===== config.mk =====
export PLATFORM = sky130hd
export DESIGN_NAME = pcde_fifo
export DESIGN_NICKNAME = d
export VERILOG_FILES = /design/src/rtl/pcde_pkg.sv /design/src/rtl/pcde_fifo.sv
export SDC_FILE = /design/constraint.sdc
export NUM_CORES = 1
export LEC_CHECK = 0
export BUFFER_PORTS_ARGS = -buffer_cell sky130_fd_sc_hd__buf_2
export CAP_MARGIN = 20
export CORE_MARGIN = 2
export CORE_UTILIZATION = 51
export DETAILED_ROUTE_END_ITERATION = 6
export GPL_ROUTABILITY_DRIVEN = 0
export GPL_TIMING_DRIVEN = 1
export PLACE_DENSITY = 0.78
export SYNTH_ARGS = -nofsm -noshare
export SYNTH_HDL_FRONTEND = slang
export SYNTH_SLANG_ARGS = --single-unit

===== constraint.sdc =====
create_clock -name clk -period 19.6 [get_ports clk]
set_input_delay 0.98 -clock clk [delete_from_list [all_inputs] [get_ports clk]]
set_output_delay 0.98 -clock clk [all_outputs]
set_load 0.005 [all_outputs]

===== src/rtl/pcde_pkg.sv =====
package pcde_pkg;

  localparam logic [3:0] CMD_SET     = 4'd0;
  localparam logic [3:0] CMD_CLEAR   = 4'd1;
  localparam logic [3:0] CMD_READ    = 4'd2;
  localparam logic [3:0] CMD_HLINE   = 4'd3;
  localparam logic [3:0] CMD_VLINE   = 4'd4;
  localparam logic [3:0] CMD_BOX     = 4'd5;
  localparam logic [3:0] CMD_FILLBOX = 4'd6;
  localparam logic [3:0] CMD_FILL    = 4'd7;
  localparam logic [3:0] CMD_NOISE   = 4'd8;

  localparam logic CFG_WIDTH_IDX  = 1'b0;
  localparam logic CFG_HEIGHT_IDX = 1'b1;

  localparam logic [31:0] LCG_MUL = 32'd1664525;
  localparam logic [31:0] LCG_ADD = 32'd1013904223;

  typedef enum logic [2:0] {
    OP_NONE,
    OP_PAINT,
    OP_CLEAR,
    OP_READ,
    OP_NOISE
  } op_t;

  typedef enum logic [2:0] {
    BK_CLEAR,
    BK_IDLE,
    BK_RUN,
    BK_DRAIN,
    BK_READ,
    BK_RESP
  } bk_state_t;

  // One clipped rectangle of work; coordinates hold any index below 1024.
  typedef struct packed {
    op_t         op;
    logic        empty;
    logic        last;
    logic [9:0]  x0;
    logic [9:0]  x1;
    logic [9:0]  y0;
    logic [9:0]  y1;
    logic [23:0] colour;
    logic [23:0] light;
    logic [31:0] seed;
  } rect_t;

endpackage


===== src/rtl/pcde_fifo.sv =====
module pcde_fifo import pcde_pkg::*; (
  input  logic  clk,
  input  logic  rst,
  input  logic  push,
  input  rect_t push_data,
  output logic  full,
  input  logic  pop,
  output rect_t head,
  output logic  empty
);

  rect_t      q [2];
  logic       wp;
  logic       rp;
  logic [1:0] cnt;

  assign full  = (cnt == 2'd2);
  assign empty = (cnt == 2'd0);
  assign head  = q[rp];

  always_ff @(posedge clk) begin
    if (rst) begin
      wp  <= 1'b0;
      rp  <= 1'b0;
      cnt <= 2'd0;
    end else begin
      if (push) wp <= ~wp;
      if (pop) rp <= ~rp;
      cnt <= cnt + {1'b0, push} - {1'b0, pop};
    end
  end

  always_ff @(posedge clk) begin
    if (push) q[wp] <= push_data;
  end

endmodule


# Yosys cells after proc, flatten, opt, wreduce, memory -nomap -nowiden
# Memories as Yosys holds them, arrays and structs flattened. A register that Yosys moved wholly into a read port is not among the register bits.
# Index checks and enable logic that the tools add are counted.
# word_totals
reg_bits,4
ramBits,250
input_bits,129
output_inout_bits,127
elab_cells,14
n_memories,1
# classes
add_sub_neg,2
eq_ne,1
mux,4
bitwise_logic,2
reduce_logical,1
# mem_list
memory,words,word_bits,rd,rd_ports_with_merged_regs,write_ports,line_no,text
q,2,125,1,1,1,pcde_fifo.sv:12,rect_t q [2];
# ops
op,n
$mux W1,4
$add A2 B1 Y2,1
$eq A2 B2 Y1 const B,1
$logic_not A2 Y1,1
$not A1 Y1,2
$sub A2 B1 Y2,1

# Longest topological paths before layout
# logic_depth
word_depth,3
depth_mapped,6
mapped_depth_nobuf,6

# Least setup slack after synthesis
# Ideal clock, no wire load.
# synth_path
kind,input-to-reg
start,input port push
end,"memory q[0][0] (netlist bit), enable pin"
setup_time_ns,0.626
arrival_ns,6.400
t_required_ns,18.974
path_slack_ns,12.574
path_stages,1
n_path_buf,0
path_cell_list,nor2b_1
# synth_via
elab_chain_len,2
# synth_rtl
item,line_no,text
"start, declared",pcde_fifo.sv:4,"input logic push,"
$mux W1,pcde_fifo.sv:34,if (push) q[wp] <= push_data;
$mux W1 (not written as such),pcde_fifo.sv:34,
"end, declared",pcde_fifo.sv:12,
# No other way between the ends.

==> summary.md <==
| Metric | Value |
|---|---|
| Worst-path clk slew | `0.06 ns` |
| Average wire per standard cell | `around 19 um` |
| Area Growth Syn to Fin | `24.62%` |
| Net Count, Synth | `around 540` |
| Via/cell ratio | `approximately 5.0` |
| Syn_area_per_cell | `~23 sq um` |
| Fin util | `between 60% and 70%` |
| # diodes | `0` |
| Area share of the largest cell type after synthesis | `between 70% and 80%` |
| Outcome | `finished, violations left` |
| IO Count | `around 260` |
| Post-Synthesis Cells | `410` |
| Starting density of the core | `52.15%` |
| CP Data Required Time | `between 15 and 20 ns` |
| Total clock sinks | `255` |
| Layout cell share with drive strength beyond 1 | `about three fifths` |
| Achievable frequency | `0.2531 GHz` |
| Total Power | `between 1000 and 1500 uW` |
| VDD IR max | `about 0.000079 V` |
| Aggregate routed wire length | `~17 mm` |
| Critical Path AT | `2.97 ns` |
| I/O Buffers | `255` |
| CP startpoint kind | `register` |
| Clock skew | `0.009211 ns` |
| Die H | `around 140 um` |
| Final hold viol count | `0` |
| Syn Std Cell Area | `between 9000 and 10000 sq um` |
| HP Class | `register to register` |
| CP Capture Type | `output pin` |
| Prevailing post-synth register cell | `edfxtp_1` |
| Hold_ws | `roughly 0.52 ns` |
| Yosys synthesis warning count | `0` |
| Clock latency on the worst-skew pair | `approximately 0.50 ns` |
| Initial antenna violation count | `3` |
| H-Tree Depth | `1` |
| Final Max Tran Viols | `0` |
| Power Density | `about 100 nW/um^2` |
| Chip width | `140 um` |
| RSZ-0062 raised after global routing | `false` |
| Clock buffer depth | `3` |
| Number of global-route vias before repair | `around 5000` |
| GRT Resource Usage Total | `between 15 and 20%` |
| Sequential area share after synthesis | `roughly four fifths` |
| Remaining DRCs | `23` |
| Ys async rst share | `0%` |
| Initial drt markers | `approximately 270` |
| Detailed placer's ending HPWL | `roughly 11 mm` |
| Congestion Overflow GR | `0` |
| Max_cap viols | `0` |
| DIE AREA | `a little under 20000 sq um` |
| First-pass DRT Iterations | `7` |
| Post-cts hold buffer count | `0` |
| Slew @ Worst Pin | `0.9805 ns` |
| Vias | `between 4000 and 5000` |
| Synth area leader | `edfxtp_1` |
| Slew margin rel. | `about a third` |
| Area post-placement | `approximately 11000 sq um` |
| Post-synth top cells | `edfxtp_1, mux2_2, mux2_4` |
| Critical-path maximum fanout | `between 60 and 70` |
| Final setup vio count | `0` |
| Most common cell in the netlist | `edfxtp_1` |
| Root buffer cell | `clkbuf_16` |
| Leak | `about 0.0045 uW` |
| Total core area | `about 18000 sq um` |
| Violated checks | `design-rule violations` |
| Unique masters post-synth | `13` |
| Post-synthesis register bit count | `between 200 and 300` |
| Final instance area | `between 10000 and 15000 sq um` |
| First-pass GRT wire length | `26.39 mm` |
| Antenna Nets Post-Route | `0` |
| Setup bufs post-CTS | `0` |
| Cell row count | `49` |
| Layout Nets | `between 800 and 900` |
| EDFF count, synth | `250` |
| Num CTS Buffers | `25` |
| Post-route minimum period | `a little under 4 ns` |
| Tcrit/Tclk final | `20.16%` |
| CTS-repair resized insts | `0` |
| Crit path kind | `register to output pin` |
| Cells taking the most area after synthesis | `edfxtp_1, mux2_2, mux2_4` |
| Pin count of the biggest net entering global routing | `90` |
| TNS Setup | `0 ns` |
| TritonCTS clock tree | `yes` |
==> critical path, stage by stage (launching register included) <==
cell and delay, ns:
dfxtp_4 1.00, buf_4 0.87, mux2_2 0.42, buf_2 0.13
==> report_power, final <==
group	leakage (uW)	total (uW)	internal [uW]	switching [uW]
logic	0.00176	123	68.7	54.8
registers	0.00239	651	637	14.2
clock network	0.000388	456	268	189
==> cells by family (layout without fill, tap and decap cells) <==
| kind of cell | after synthesis | count (layout) | synth area share (%) |
|---|---|---|---|
| flops | 255 | 255 | 80.65 |
| mux | 125 | 125 | 16.91 |
| buf+inv | 16 | 307 | 1.287 |
| simple gates | 9 | 9 | 0.4643 |
| xor+xnor | 3 | 3 | 0.4245 |
| fa+ha+maj | 2 | 2 | 0.2652 |
==> cell type report <==
cell class                      instances  area, sq um
Clock buffer                           31        668.1
Clock inverter                         14        121.4
Fill cell                            1208         6331
Inverter                                2        7.507
Multi-Input combinational cell        139         1714
Sequential cell                       255         7611
Tap cell                              229        286.5
Timing Repair Buffer                  260         1346
==> flip-flops by register name, summed over array words and instances (netlist names), named ones only <==
| name | cells |
|---|---|
| rp | 1 |
| q | 250 |
| wp | 1 |
| cnt | 2 |
==> per-layer routing <==
metal | GRT usage (%) | vias to the layer above | wire (um)
met5 | 0 | - | 38
met4 | 5.316 | 6 | 426
met3 | 4.855 | 42 | 1541
met2 | 30.02 | 199 | 8741
met1 | 20.61 | 2268 | 6699
li1 | - | 2172 | -
==> stage by stage <==
stage | setup slack, ns | instances
after detailed placement | 16.00 | 883
after global routing | 15.47 | 930
after CTS | 15.60 | 928
after floorplan | 12.57 | 410
final | 15.65 | 930
after global placement | 16.14 | 883
==> worst paths after layout <==
path / depth (start not counted) / slack, ns / to / start
setup / recovery: 3 / 15.65 / head[15] / register
hold / removal: 2 / 0.52 / register / rp
setup reg to reg: 2 / 17.20 / q[1][3] / wp
hold reg to reg: 2 / 0.52 / register / rp
==> cells in the final DEF (no fill, tap or decap) <==
| cell type | instances |
|---|---|
| nor2b_4 | 1 |
| and2_4 | 1 |
| xnor3_1 | 1 |
| nor2_1 | 5 |
| clkinvlp_4 | 2 |
| mux2_2 | 75 |
| bufinv_16 | 2 |
| clkinv_2 | 7 |
| buf_12 | 1 |
| clkinv_1 | 3 |
| xnor2_1 | 2 |
| nor2b_1 | 2 |
| clkbuf_16 | 25 |
| edfxtp_1 | 250 |
| buf_2 | 255 |
| buf_16 | 1 |
| dfxtp_4 | 1 |
| buf_4 | 3 |
| mux2_4 | 50 |
| inv_1 | 2 |
| clkbuf_8 | 2 |
| clkbuf_1 | 4 |
| ha_1 | 2 |
| dfxtp_1 | 4 |
Power figures use the tool's default switching activity.
