$ cat src/rtl/pcde_pkg.sv
package pcde_pkg;

  localparam logic [3:0] CMD_SET     = 4'd0;
  localparam logic [3:0] CMD_CLEAR   = 4'd1;
  localparam logic [3:0] CMD_READ    = 4'd2;
  localparam logic [3:0] CMD_HLINE   = 4'd3;
  localparam logic [3:0] CMD_VLINE   = 4'd4;
  localparam logic [3:0] CMD_BOX     = 4'd5;
  localparam logic [3:0] CMD_FILLBOX = 4'd6;
  localparam logic [3:0] CMD_FILL    = 4'd7;
  localparam logic [3:0] CMD_NOISE   = 4'd8;

  localparam logic CFG_WIDTH_IDX  = 1'b0;
  localparam logic CFG_HEIGHT_IDX = 1'b1;

  localparam logic [31:0] LCG_MUL = 32'd1664525;
  localparam logic [31:0] LCG_ADD = 32'd1013904223;

  typedef enum logic [2:0] {
    OP_NONE,
    OP_PAINT,
    OP_CLEAR,
    OP_READ,
    OP_NOISE
  } op_t;

  typedef enum logic [2:0] {
    BK_CLEAR,
    BK_IDLE,
    BK_RUN,
    BK_DRAIN,
    BK_READ,
    BK_RESP
  } bk_state_t;

  // One clipped rectangle of work; coordinates hold any index below 1024.
  typedef struct packed {
    op_t         op;
    logic        empty;
    logic        last;
    logic [9:0]  x0;
    logic [9:0]  x1;
    logic [9:0]  y0;
    logic [9:0]  y1;
    logic [23:0] colour;
    logic [23:0] light;
    logic [31:0] seed;
  } rect_t;

endpackage

$ cat src/rtl/pcde_front.sv
module pcde_front import pcde_pkg::*; #(
  parameter int MAX_WIDTH  = 64,
  parameter int MAX_HEIGHT = 64
) (
  input  logic               clk,
  input  logic               rst,
  input  logic               in_valid,
  output logic               in_ready,
  input  logic [3:0]         cmd,
  input  logic signed [15:0] x_pos,
  input  logic signed [15:0] y_pos,
  input  logic signed [15:0] extent_x,
  input  logic signed [15:0] extent_y,
  input  logic [23:0]        colour,
  input  logic [23:0]        colour_light,
  input  logic [31:0]        seed,
  input  logic               cfg_valid,
  output logic               cfg_ready,
  input  logic               cfg_index,
  input  logic [6:0]         cfg_data,
  input  logic               store_ready,
  input  logic               full,
  output logic               push,
  output rect_t              push_data
);

  localparam logic signed [17:0] MW  = 18'(MAX_WIDTH);
  localparam logic signed [17:0] MH  = 18'(MAX_HEIGHT);
  localparam logic signed [17:0] BIG = 18'sh1FFFF;

  logic [6:0]         canvas_width;
  logic [6:0]         canvas_height;
  logic               busy;
  logic [1:0]         part;
  logic [3:0]         i_cmd;
  logic signed [15:0] i_x;
  logic signed [15:0] i_y;
  logic signed [15:0] i_ex;
  logic signed [15:0] i_ey;
  logic [23:0]        i_colour;
  logic [23:0]        i_light;
  logic [31:0]        i_seed;

  logic               accept;
  logic               size_ok;
  logic               raw_ok;
  logic               last_part;
  op_t                op;
  logic signed [17:0] xs, ys, exs, eys, x1s, y1s, aw, ah;
  logic signed [17:0] rx0, rx1, ry0, ry1, cx0, cx1, cy0, cy1;

  assign cfg_ready = 1'b1;
  assign in_ready  = !busy && store_ready;
  assign accept    = in_valid && in_ready;
  assign push      = busy && !full;

  always_ff @(posedge clk) begin
    if (rst) begin
      canvas_width  <= 7'd64;
      canvas_height <= 7'd64;
    end else if (cfg_valid) begin
      unique case (cfg_index)
        CFG_WIDTH_IDX:  canvas_width  <= cfg_data;
        CFG_HEIGHT_IDX: canvas_height <= cfg_data;
        default: ;
      endcase
    end
  end

  always_ff @(posedge clk) begin
    if (rst) begin
      busy <= 1'b0;
      part <= 2'd0;
    end else if (accept) begin
      busy <= 1'b1;
      part <= 2'd0;
    end else if (push) begin
      if (last_part) busy <= 1'b0;
      else part <= part + 2'd1;
    end
  end

  always_ff @(posedge clk) begin
    if (accept) begin
      i_cmd    <= cmd;
      i_x      <= x_pos;
      i_y      <= y_pos;
      i_ex     <= extent_x;
      i_ey     <= extent_y;
      i_colour <= colour;
      i_light  <= colour_light;
      i_seed   <= seed;
    end
  end

  always_comb begin
    xs  = 18'(i_x);
    ys  = 18'(i_y);
    exs = 18'(i_ex);
    eys = 18'(i_ey);
    x1s = xs + exs - 18'sd1;
    y1s = ys + eys - 18'sd1;
    aw  = (int'(canvas_width) > MAX_WIDTH) ? MW : 18'(canvas_width);
    ah  = (int'(canvas_height) > MAX_HEIGHT) ? MH : 18'(canvas_height);
    size_ok   = (i_ex > 16'sd0) && (i_ey > 16'sd0);
    last_part = (i_cmd == CMD_BOX && size_ok) ? (part == 2'd3) : 1'b1;
    raw_ok = 1'b1;
    op     = OP_PAINT;
    rx0 = xs;
    rx1 = xs;
    ry0 = ys;
    ry1 = ys;
    unique case (i_cmd) inside
      CMD_SET, CMD_CLEAR, CMD_READ: ;
      CMD_HLINE: begin
        rx0 = (xs < exs) ? xs : exs;
        rx1 = (xs < exs) ? exs : xs;
      end
      CMD_VLINE: begin
        ry0 = (ys < eys) ? ys : eys;
        ry1 = (ys < eys) ? eys : ys;
      end
      CMD_BOX: begin
        raw_ok = size_ok;
        case (part)
          2'd0: rx1 = x1s;
          2'd1: begin
            rx1 = x1s;
            ry0 = y1s;
            ry1 = y1s;
          end
          2'd2: ry1 = y1s;
          default: begin
            rx0 = x1s;
            rx1 = x1s;
            ry1 = y1s;
          end
        endcase
      end
      CMD_FILLBOX: begin
        raw_ok = size_ok;
        rx1 = x1s;
        ry1 = y1s;
      end
      CMD_FILL, CMD_NOISE: begin
        rx0 = 18'sd0;
        rx1 = BIG;
        ry0 = 18'sd0;
        ry1 = BIG;
      end
      default: raw_ok = 1'b0;
    endcase
    unique case (i_cmd) inside
      CMD_CLEAR: op = OP_CLEAR;
      CMD_READ:  op = OP_READ;
      CMD_NOISE: op = OP_NOISE;
      CMD_SET, CMD_HLINE, CMD_VLINE, CMD_BOX, CMD_FILLBOX, CMD_FILL: op = OP_PAINT;
      default:   op = OP_NONE;
    endcase
    cx0 = (rx0 < 18'sd0) ? 18'sd0 : rx0;
    cy0 = (ry0 < 18'sd0) ? 18'sd0 : ry0;
    cx1 = (rx1 > aw - 18'sd1) ? aw - 18'sd1 : rx1;
    cy1 = (ry1 > ah - 18'sd1) ? ah - 18'sd1 : ry1;

    push_data.op     = op;
    push_data.empty  = !raw_ok || (cx0 > cx1) || (cy0 > cy1);
    push_data.last   = last_part;
    push_data.x0     = cx0[9:0];
    push_data.x1     = cx1[9:0];
    push_data.y0     = cy0[9:0];
    push_data.y1     = cy1[9:0];
    push_data.colour = i_colour;
    push_data.light  = i_light;
    push_data.seed   = i_seed;
  end

endmodule

$ cat config.mk
export PLATFORM = sky130hd
export DESIGN_NAME = pcde_front
export DESIGN_NICKNAME = d
export VERILOG_FILES = /design/src/rtl/pcde_pkg.sv /design/src/rtl/pcde_front.sv
export SDC_FILE = /design/constraint.sdc
export NUM_CORES = 1
export LEC_CHECK = 0
export ABC_AREA = 1
export BUFFER_PORTS_ARGS = -buffer_cell sky130_fd_sc_hd__buf_2
export CAP_MARGIN = 20
export CORE_MARGIN = 10
export CORE_UTILIZATION = 35
export DETAILED_ROUTE_END_ITERATION = 8
export PLACE_DENSITY = 0.52
export REMOVE_ABC_BUFFERS = 1
export SLEW_MARGIN = 40
export SYNTH_ARGS = -nofsm -noshare
export SYNTH_HDL_FRONTEND = slang
export SYNTH_SLANG_ARGS = --single-unit
$ cat constraint.sdc
create_clock -name clk -period 7.7 [get_ports clk]
set_input_delay 1.155 -clock clk [delete_from_list [all_inputs] [get_ports clk]]
set_output_delay 1.155 -clock clk [all_outputs]
set_load 0.01 [all_outputs]
Yosys cells after proc, flatten, opt, wreduce, memory -nomap -nowiden
Cells that the tools add are included.
- bits in registers: 165
- latch bits: 0
- memory bits (writable): 0
- ROM bits: 0
- input port bits: 162
- output and inout port bits: 128
- word-level logic and storage cells: 92
- memories: 0
- add/subtract/negate cells: 7
- multiply operators: 0
- divide/modulo/power cells: 0
- magnitude comparators: 12
- eq/ne operators: 11
- shifts and indexed selects: 0
- mux-type cells: 24
- bitwise gates (word level): 2
- reduce and logical (&&, ||, !) cells: 24
- operators by type and width (operator ; count):
    2-to-1 mux 18 bit ; 12
    case mux 18 bit (4 select lines) ; 2
    case mux 18 bit (3 select lines) ; 2
    greater-than comparator 18 bit ; 4
    < comparator 18 x 1 -> 1 bit, second input constant ; 2
    subtractor 17 x 2 -> 18 bit, second input constant ; 2
    adder 16 x 16 -> 17 bit ; 2
    greater-than comparator 16 x 1 -> 1 bit, second input constant ; 2
    < comparator 16 bit ; 2
    == test 4 x 3 -> 1 bit, second input constant ; 4
    subtractor 7 x 1 -> 8 bit, second input constant ; 2
    greater-than comparator 7 bit, second input constant ; 2
    2-to-1 mux 7 bit ; 2
    case mux 3 bit (4 select lines) ; 1
    == test 4 x 2 -> 1 bit, second input constant ; 2
    AND reduction 2 bit ; 4
    OR reduction 7 bit ; 1
    OR reduction 2 bit ; 3
    OR reduction 6 bit ; 1
    logical AND 1 bit ; 5
    == test 2 bit, second input constant ; 2
    == test 4 x 1 -> 1 bit, second input constant ; 1
    == test 4 bit, second input constant ; 1
    zero test 4 bit ; 1
    10 further kinds ; 18

Longest topological paths before layout
- depth in word-level cells: 9
- depth in mapped cells: 50

Worst setup path after synthesis
No wires, ideal clock.
- path kind: flip-flop to output port
- start: reg i_x[1]
- end: out push_data[121] in the netlist's numbering
- arrival: 5.025 ns
- data required time: 6.545 ns
- setup slack: 1.520 ns
- stages on the path, launching flop included: 51
- path through: edfxtp_1 > inv_1 > ha_1 > inv_1 > ha_1 > inv_1 > fa_1 > nand3b_1 > nand2_1 > nand2_1 > nand2_1 > nand2_1 > o21bai_1 > nand2_1 > nand3_1 > nand2_1 > inv_1 > nand2_1 > [15 not listed] > nand2_1 > ha_1 > nand2_1 > inv_1 > nand2_1 > nand2_1 > nand2_1 > nand4_1 > nand2_1 > nand2_1 > nand2_1 > nand2_1 > nand2_1 > nand2_1 > nand2_1 > nand2_1 > nor2_1 > nand3_1
- RTL lines (element ; RTL line ; text):
    start: declaration ; pcde_front.sv:36 ; logic signed [15:0] i_x;
    start signal: assignment ; pcde_front.sv:86 ; i_x <= x_pos;
    end: declaration ; pcde_front.sv:24 ; output rect_t push_data

==> run summary <==
status: complete, no violations
Yosys top cell by area: edfxtp_1
Min-Delay Path Depth: 2
number of global-route vias before repair: 13,880
overall power consumption: 0.003092 W
global-route wire length before repair: 77.95 mm
layout cell share with drive strength beyond 1: 24.33%
DR pass1 iterations: 6
Crit path largest cell delay: 0.47 ns
Post-Syn Instances: 1,963
largest net degree at the start of global routing: 80
Crit path top cell by count: nand2_1
Clock Power Share: 28.5%
switching power: 0.001148 W
power per cell area: 171.7 nW/µm²
worst setup margin: 0.4443 ns
TritonCTS clock tree: yes
vias per cell: 5.053
Placeable Area: 40,740 µm²
Net Sw Frac: 37.13%
Critical Path Source Type: register
antenna violations before repair: 5
Initial Util: 35.31%
Clock Latency Late Sink: 0.47 ns
Peak supply drop: 0.1846 mV
Slew headroom: 46.37%
sequential share of power: 33.9%
Final Cell Area: 18,000 µm²
Tmin final: 7.256 ns
Synth Cell Area: 14,390 µm²
Setup WS pre-CTS: 0.3593 ns
multi-input logic area: 8641 µm²
setup TNS: 0 ns
die area: 49,610 µm²
num rows: 74
Int Pwr: 0.001944 W
ranking of synthesized cells by area: edfxtp_1 31%, ha_1 15%, nand2_1 14%
TritonCTS buffer count: 17
Reg2Reg Depth: 4
Mapped Avg Cell Area: 7.329 µm²
skew final: 0.01730 ns
main flop type after synthesis: edfxtp_1
antenna viol nets, final: 0
combinational share of power: 37.6%
Netlist cell types: 53
Fmax achieved: 0.1378 GHz
Hold Buf Count CTS: 0
Port Buffer Count: 288
nets@finish: 2,644
critical path arrival: 6.10 ns
FF/Latch Area: 4785 µm²
I/O pins: 290
Clock Sink Count: 165
worst slew pin tran: 0.8035 ns
Worst Path Required: 6.55 ns
register area share after synthesis: 33.26%
Yosys top cell area share: 30.89%
Yosys Warn Count: 0
GRT Total Usage: 19.89%
Post-synth EDFFs: 148
CP max FO: 8
Layout area overhead: 25.15%
placed inst area: 16,380 µm²
synthesized flop and latch total: 165
Final Hold Fails: 0
Leak Pwr: 8.814 nW
DRC: 0
Critical Path End Type: output port
Max-cap violations: 0
Clock Tree Buf Depth: 2
fin crit share: 94.23%
grt ovf: 0
Clock transition at path regs: 0.07 ns
die width: 222.7 µm
H-tree levels: 4
DRT Wirelength: 51.92 mm
critical path's slowest cell: edfxtp_1
crit path kind: reg2out
HPWL Detailed: 41.07 mm
CTS Root Cell: clkbuf_16
WL per Instance: 18.17 µm
Worst Hold Class: reg2reg
violation count after the first detailed-routing iteration: 1,088
routed vias: 14,440
ys async rst share: 0%
gpl congestion: 0.9351
fin. max-slew vios: 0
Final setup viols: 0
DIE HEIGHT: 222.7 µm
Layout fillers: 4,247
[layout make-up]
| class | instances | share of cell area, % |
|---|---|---|
| Multi-Input combinational cell | 1441 | 47.99 |
| Tap cell | 532 | 3.697 |
| Clock buffer | 18 | 2.384 |
| Inverter | 308 | 6.491 |
| Antenna cell | 3 | 0.04170 |
| Timing Repair Buffer | 375 | 11.86 |
| Sequential cell | 165 | 26.57 |
| Timing Repair inverter | 1 | 0.02780 |
| Clock inverter | 14 | 0.9381 |
[power by group through the flow]
stage | clock, W | combinational (W) | sequential, W
CTS | 0.000920 | 0.00102 | 0.00105
floorplan | 0 | 0.000649 | 0.00108
detailed placement | 0 | 0.00101 | 0.00107
global placement | 0 | 0.000999 | 0.00107
finish | 0.000883 | 0.00116 | 0.00105
global route | 0.000948 | 0.00130 | 0.00105
[final timing paths]
check | start | endpoint | slack (ns)
worst max-delay path | i_x[0] | push_data[121] | 0.44
worst min register to register | busy | busy | 0.48
worst max register to register | busy | i_light[17] | 5.41
worst min-delay path | busy | busy | 0.48
[synth_stat cells, drive strengths merged, types with 5 or more instances]
library cell / n
a211oi: 5
a21o: 7
a21oi: 128
a31oi: 15
buf: 31
clkbuf: 21
dfxtp: 17
edfxtp: 148
ha: 171
inv: 306
nand2: 544
nand3: 135
nand3b: 6
nand4: 19
nor2: 165
nor3: 24
nor4: 10
o211ai: 32
o21ai: 123
o21bai: 17
xnor2: 10
xor2: 8
[what timing repair did]
item / 4_1_cts / 5_1_grt
pin swaps: 0 / 39
setup endpoints to repair: 1 / 1
setup buffers: 0 / 65
gates cloned: 0 / 5
resized for setup: 5 / 132
[worst max-delay path, delay by kind of cell (launching register included)]
family | cells | cell delay, ns
and+or+nand+nor | 30 | 2.37
xor gates and xnor gates | 1 | 0.24
DFF | 1 | 0.47
buffers and inverters | 9 | 0.85
AOI/OAI and AO/OA | 3 | 0.33
adders and majority gates | 5 | 1.38
[routing by layer]
| metal | vias up | global-route usage (%) | share of wire, % |
|---|---|---|---|
| met5 | - | 0 | 0.021 |
| met4 | 2 | 8.544 | 3.0 |
| met3 | 77 | 3.755 | 5.7 |
| met2 | 422 | 35.35 | 51 |
| met1 | 6730 | 22.78 | 40 |
| li1 | 7205 | - | - |
[metrics by stage]
stage	util, %	hold WS [ns]	cells
after floorplan	-	0.4462	1911
after global placement	40.20	0.4667	2752
after detailed placement	40.21	0.4688	2752
after CTS	41.72	0.4799	2784
after global routing	44.19	0.5141	2856
final	44.20	0.4782	2857
[cells by family after synthesis]
logic type | Yosys count | share of synthesized area, %
fa+ha+maj | 173 | 15.15
other cells | 1 | 0.02607
flops | 165 | 33.26
xor+xnor | 18 | 1.096
buf+inv | 360 | 10.01
compound gates | 336 | 13.62
simple gates | 910 | 26.84
[layout by cell type, fill, tap and decap left out, types with 8 or more instances in the layout]
cell / count
o211ai_1: 32
nor3_1: 18
buf_2: 289
inv_2: 32
inv_1: 272
nand2_4: 10
buf_4: 78
nand4_1: 19
clkbuf_16: 17
a21oi_1: 113
edfxtp_1: 148
o21ai_0: 89
nor2_1: 154
a21oi_2: 12
nand3_2: 8
dfxtp_1: 17
nand3_1: 126
nor4_1: 10
ha_1: 158
nand2_1: 509
o21ai_2: 15
nor2_2: 9
nand2_2: 24
o21ai_1: 17
o21bai_1: 16
a31oi_1: 14
[flip-flops by register name (all words and copies together) (netlist names)]
| register | flops |
|---|---|
| i_ex | 16 |
| canvas_width | 7 |
| i_light | 24 |
| i_seed | 32 |
| i_y | 16 |
| part | 2 |
| i_colour | 24 |
| busy | 1 |
| i_cmd | 4 |
| canvas_height | 7 |
| i_ey | 16 |
| i_x | 16 |
No activity file was read; power rests on OpenSTA's default activity.
